### src/shsi_pkg.sv
// Package for the string hash slot insert block: field widths, codes, the
// controller/datapath command and status structs and the table size clamp.
// No dependencies.
package shsi_pkg;

  localparam int unsigned CHAR_W     = 8;
  localparam int unsigned KEY_W      = 10;
  localparam int unsigned PORT_TAG_W = 16;
  localparam int unsigned SIZE_W     = 11;
  localparam int unsigned DIVIDEND_W = 16;
  localparam int unsigned CNT_W      = $clog2(DIVIDEND_W);

  localparam int unsigned HASH_MUL  = 31;
  localparam int unsigned CHAR_MUL  = 7;
  localparam int unsigned HASH_INIT = 1;
  localparam int unsigned MIN_SIZE  = 2;
  localparam int unsigned RESET_TABLE_SIZE = 1024;

  localparam int unsigned DEF_TABLE_DEPTH = 1024;
  localparam int unsigned DEF_TAG_WIDTH   = 16;

  localparam logic REQ_CHAR = 1'b0;
  localparam logic REQ_READ = 1'b1;

  typedef enum logic [1:0] {
    ST_INSERTED  = 2'd0,
    ST_OCCUPIED  = 2'd1,
    ST_READ_DONE = 2'd2,
    ST_KEY_RANGE = 2'd3
  } status_e;

  typedef struct packed {
    logic take;
    logic clear_wr;
    logic div_step;
    logic commit;
    logic mem_rd;
    logic respond;
  } ctl_cmd_t;

  typedef struct packed {
    logic in_fire;
    logic in_is_read;
    logic div_last;
    logic is_last;
    logic clear_done;
    logic out_busy;
  } ctl_sts_t;

  // Saturates a written table size into the range the hash can use.
  function automatic logic [SIZE_W-1:0] clamp_size(input logic [SIZE_W-1:0] v,
                                                   input int unsigned depth);
    logic [SIZE_W-1:0] r;
    r = v;
    if (32'(v) > depth) begin
      r = SIZE_W'(depth);
    end
    if (32'(r) < MIN_SIZE) begin
      r = SIZE_W'(MIN_SIZE);
    end
    return r;
  endfunction

endpackage

### src/shsi_ctrl.sv
// Sequencing state machine of the string hash slot insert block.
// Depends on shsi_pkg for the command and status structs.
module shsi_ctrl import shsi_pkg::*; (
  input  logic     clk_i,
  input  logic     rst_ni,
  input  ctl_sts_t sts_i,
  output ctl_cmd_t cmd_o
);

  typedef enum logic [5:0] {
    S_CLEAR = 6'b000001,
    S_IDLE  = 6'b000010,
    S_DIV   = 6'b000100,
    S_FIN   = 6'b001000,
    S_READ  = 6'b010000,
    S_RESP  = 6'b100000
  } state_e;

  state_e state_q, state_d;

  always_comb begin
    state_d = state_q;
    cmd_o   = '0;
    unique case (state_q)
      S_CLEAR: begin
        cmd_o.clear_wr = 1'b1;
        if (sts_i.clear_done) begin
          state_d = S_IDLE;
        end
      end
      S_IDLE: begin
        cmd_o.take = 1'b1;
        if (sts_i.in_fire) begin
          state_d = sts_i.in_is_read ? S_READ : S_DIV;
        end
      end
      S_DIV: begin
        cmd_o.div_step = 1'b1;
        if (sts_i.div_last) begin
          state_d = S_FIN;
        end
      end
      S_FIN: begin
        cmd_o.commit = 1'b1;
        state_d = sts_i.is_last ? S_READ : S_IDLE;
      end
      S_READ: begin
        cmd_o.mem_rd = 1'b1;
        state_d = S_RESP;
      end
      S_RESP: begin
        if (!sts_i.out_busy) begin
          cmd_o.respond = 1'b1;
          state_d = S_IDLE;
        end
      end
      default: begin
        state_d = S_CLEAR;
      end
    endcase
  end

  always_ff @(posedge clk_i or negedge rst_ni) begin
    if (!rst_ni) begin
      state_q <= S_CLEAR;
    end else begin
      state_q <= state_d;
    end
  end

  // Once the clearing pass is over it never runs again until reset.
  assert property (@(posedge clk_i) disable iff (!rst_ni)
    state_q != S_CLEAR |=> state_q != S_CLEAR)
    else $error("clearing pass re-entered");

endmodule

### config.mk
export PLATFORM = sky130hd
export DESIGN_NAME = shsi_ctrl
export DESIGN_NICKNAME = d
export VERILOG_FILES = /design/src/shsi_pkg.sv /design/src/shsi_ctrl.sv
export SDC_FILE = /design/constraint.sdc
export NUM_CORES = 1
export LEC_CHECK = 0
export ABC_AREA = 1
export BUFFER_PORTS_ARGS = -buffer_cell sky130_fd_sc_hd__buf_2
export CAP_MARGIN = 20
export CELL_PAD_IN_SITES_DETAIL_PLACEMENT = 1
export CELL_PAD_IN_SITES_GLOBAL_PLACEMENT = 1
export CORE_MARGIN = 2
export CORE_UTILIZATION = 28
export CTS_CLUSTER_DIAMETER = 120
export DETAILED_ROUTE_END_ITERATION = 12
export PLACE_DENSITY_LB_ADDON = 0.1
export SYNTH_ARGS = -nofsm -noshare
export SYNTH_HDL_FRONTEND = slang
export SYNTH_SLANG_ARGS = --single-unit
### constraint.sdc
create_clock -name clk_i -period 1.3 [get_ports clk_i]
set_clock_uncertainty 0.1 [all_clocks]
set_input_delay 0.13 -clock clk_i [delete_from_list [all_inputs] [get_ports clk_i]]
set_output_delay 0.13 -clock clk_i [all_outputs]
set_load 0.02 [all_outputs]
==> run summary <==
DRT Pass-1 Iters: 3
buffer depth of the longest clock path: 2
DR DRC count: 0
clk slew on worst S/H paths: 0.05 ns
Final WS setup: -0.237 ns
max_cap viols: 0
Seq/Total Area, Yosys: 35.4%
max_slew headroom: 81.9%
# fillers: 190
post-synthesis register bit count: 6
Crit Path Class: flop to output pin
antenna violations before repair: 0
Worst Max-Slew Pin Slew: 0.269 ns
DRT antenna net count: 0
core region area: 1470 um^2
Worst setup EP type: output pin
Fin. Hold Viols: 0
cells along the critical path: inv_2 -> nand2_2 -> nor2_4 -> nand2_2 -> nor2_4 -> buf_6
max reg flops: 6
largest net degree at the start of global routing: 7
Yosys warnings: 0
HPWL Detailed: 973 um
DP Area: 564 um^2
Die Ht: 43.1 um
Finish-stage setup viols: 11
setup_tns: -1.90 ns
root buf cell: clkbuf_4
Regs by FF count: state_q x6
DRT Wirelength: 1.50 mm
placed instance count: 100
Initial Util: 29.1%
IO Pins: 14
# clock sinks: 6
Hold Crit Class: input pin to flop
failing checks: negative setup slack
Crit Path Max Fanout: 3
first-pass GRT wire length: 2.28 mm
critical path arrival: 1.31 ns
CTS tree: built
commonest non-fill, non-tap cells in the layout: buf_4, inv_1, nand2_2, nand2_1, buf_2
total global routing overflow: 0
Mapped Area: 428 um^2
Port Buffers: 13
Worst Setup SP: state_q[1]$_DFFE_PN0P_
WL per Instance: 13.1 um
VDD IR-drop max: 0.876 mV
CP peak stage delay: 0.43 ns
Syn Area/Cell: 6.58 um^2
status: complete, but fails checks
footprint of the multi-input gates: 324 um^2
vias per cell: 4.58
area share of the leading cell type in the synthesized netlist: 29.2%
slowest CP cell: dfrtp_1
RSZ-0062 raised after global routing: true
min Tclk post-route: 1.54 ns
layout cells sized above 1: 66.3%
gpl congestion: 0.750
total CTS buffers: 3
register with the most flip-flops: state_q
Finished Cell Area: 795 um^2
power per cell area: 1770 nW/um^2
gr usage total: 16.8%
Final #Nets: 107
register area: 153 um^2
final cell count without fillers: 114
Data required, critical path: 1.07 ns
DIE WIDTH: 43.1 um
number of global-route vias before repair: 536
Clock Latency Late Sink: 0.25 ns
Reg2Reg Setup Slack: -0.14 ns
Crit Reg-Reg Startpoint: state_q[1]$_DFFE_PN0P_
largest cells by area after synthesis: dfrtp_1, nand2_1, inv_1
Synth cell types: 14
Final Util: 54.0%
FP Rows: 14
crit share post-route: 118%
worst hold margin: 0.0566 ns
critical path launch point type: flop
syn_nets: 73
Final Slew Violations: 0
vias: 522
Cells after Synth: 65
P&R area growth vs syn: 85.7%
Initial DRC Count: 2
die area: 1860 um^2
commonest non-fill, non-tap cell in the layout: buf_4
Antenna Cells: 0
area leader, netlist: dfrtp_1
H-tree levels: 1
Hold Startpoint: sts_i[1]
fmax: 651 MHz
Pleak: 0.437 nW
## area by class of cell
cell class                      count  share of cell area [%]
Inverter                           14                    6.61
Sequential cell                     6                    19.2
Timing Repair Buffer               29                    27.6
Clock buffer                        4                    3.31
Multi-Input combinational cell     45                    40.8
Tap cell                           16                    2.52
## cells by family after synthesis
logic type / count (synthesis) / share of synthesized area, %
simple gates: 43 / 50.0
buf+inv: 14 / 12.3
flops: 6 / 35.4
compound gates: 2 / 2.34
## critical path, delay by kind of cell (launching register included)
family / cells / cell delay, ns
buffers and inverters: 2 / 0.23
DFF: 1 / 0.43
and+or+nand+nor: 4 / 0.40
## cell usage after synthesis
cell and instances:
dfrtp_1 5, nor2_2 4, nand2_1 16, o21ai_0 2, nand3_2 2, inv_1 12
nor2_1 11, nor4_1 1, nor3_2 1, nand3_1 3, dfstp_2 1, nor2_4 1
inv_2 2, nand4_1 4
## stage by stage
stage                     total power [mW]  setup slack [ns]
after floorplan                      0.706           -0.0116
after global routing                  1.52            -0.303
after detailed placement             0.906           -0.0587
after global placement               0.909            -0.100
after CTS                             1.26            -0.230
final                                 1.40            -0.237
## where the power goes
part / total [mW] / internal [mW] / switching, mW
registers: 0.312 / 0.248 / 0.0645
logic: 0.896 / 0.378 / 0.518
clock network: 0.195 / 0.117 / 0.0784
## path summary, 6_finish.rpt
path	end	cells after the start
min reg2reg	state_q[3]$_DFFE_PN0P_	3
min	state_q[0]$_DFFE_PN1P_	4
max in group asynchronous	state_q[0]$_DFFE_PN1P_	2
max	cmd_o[1]	6
max reg2reg	state_q[1]$_DFFE_PN0P_	8
min in group asynchronous	state_q[2]$_DFFE_PN0P_	2
## per-layer routing
metal | up-vias | global-route usage, % | share of wire, %
met5 | - | 0 | 0
met4 | 0 | 9.09 | 1.8
met3 | 3 | 2.98 | 2.9
met2 | 11 | 26.6 | 51
met1 | 243 | 21.4 | 44
li1 | 265 | - | -
## what timing repair did
item / CTS / global route
setup buffers: 5 / 4
hold endpoints to repair: 6 / 0
resized for setup: 26 / 16
setup endpoints to repair: 10 / 12
hold buffers: 1 / 0
pin swaps: 8 / 10
No activity file was read; power rests on OpenSTA's default activity.
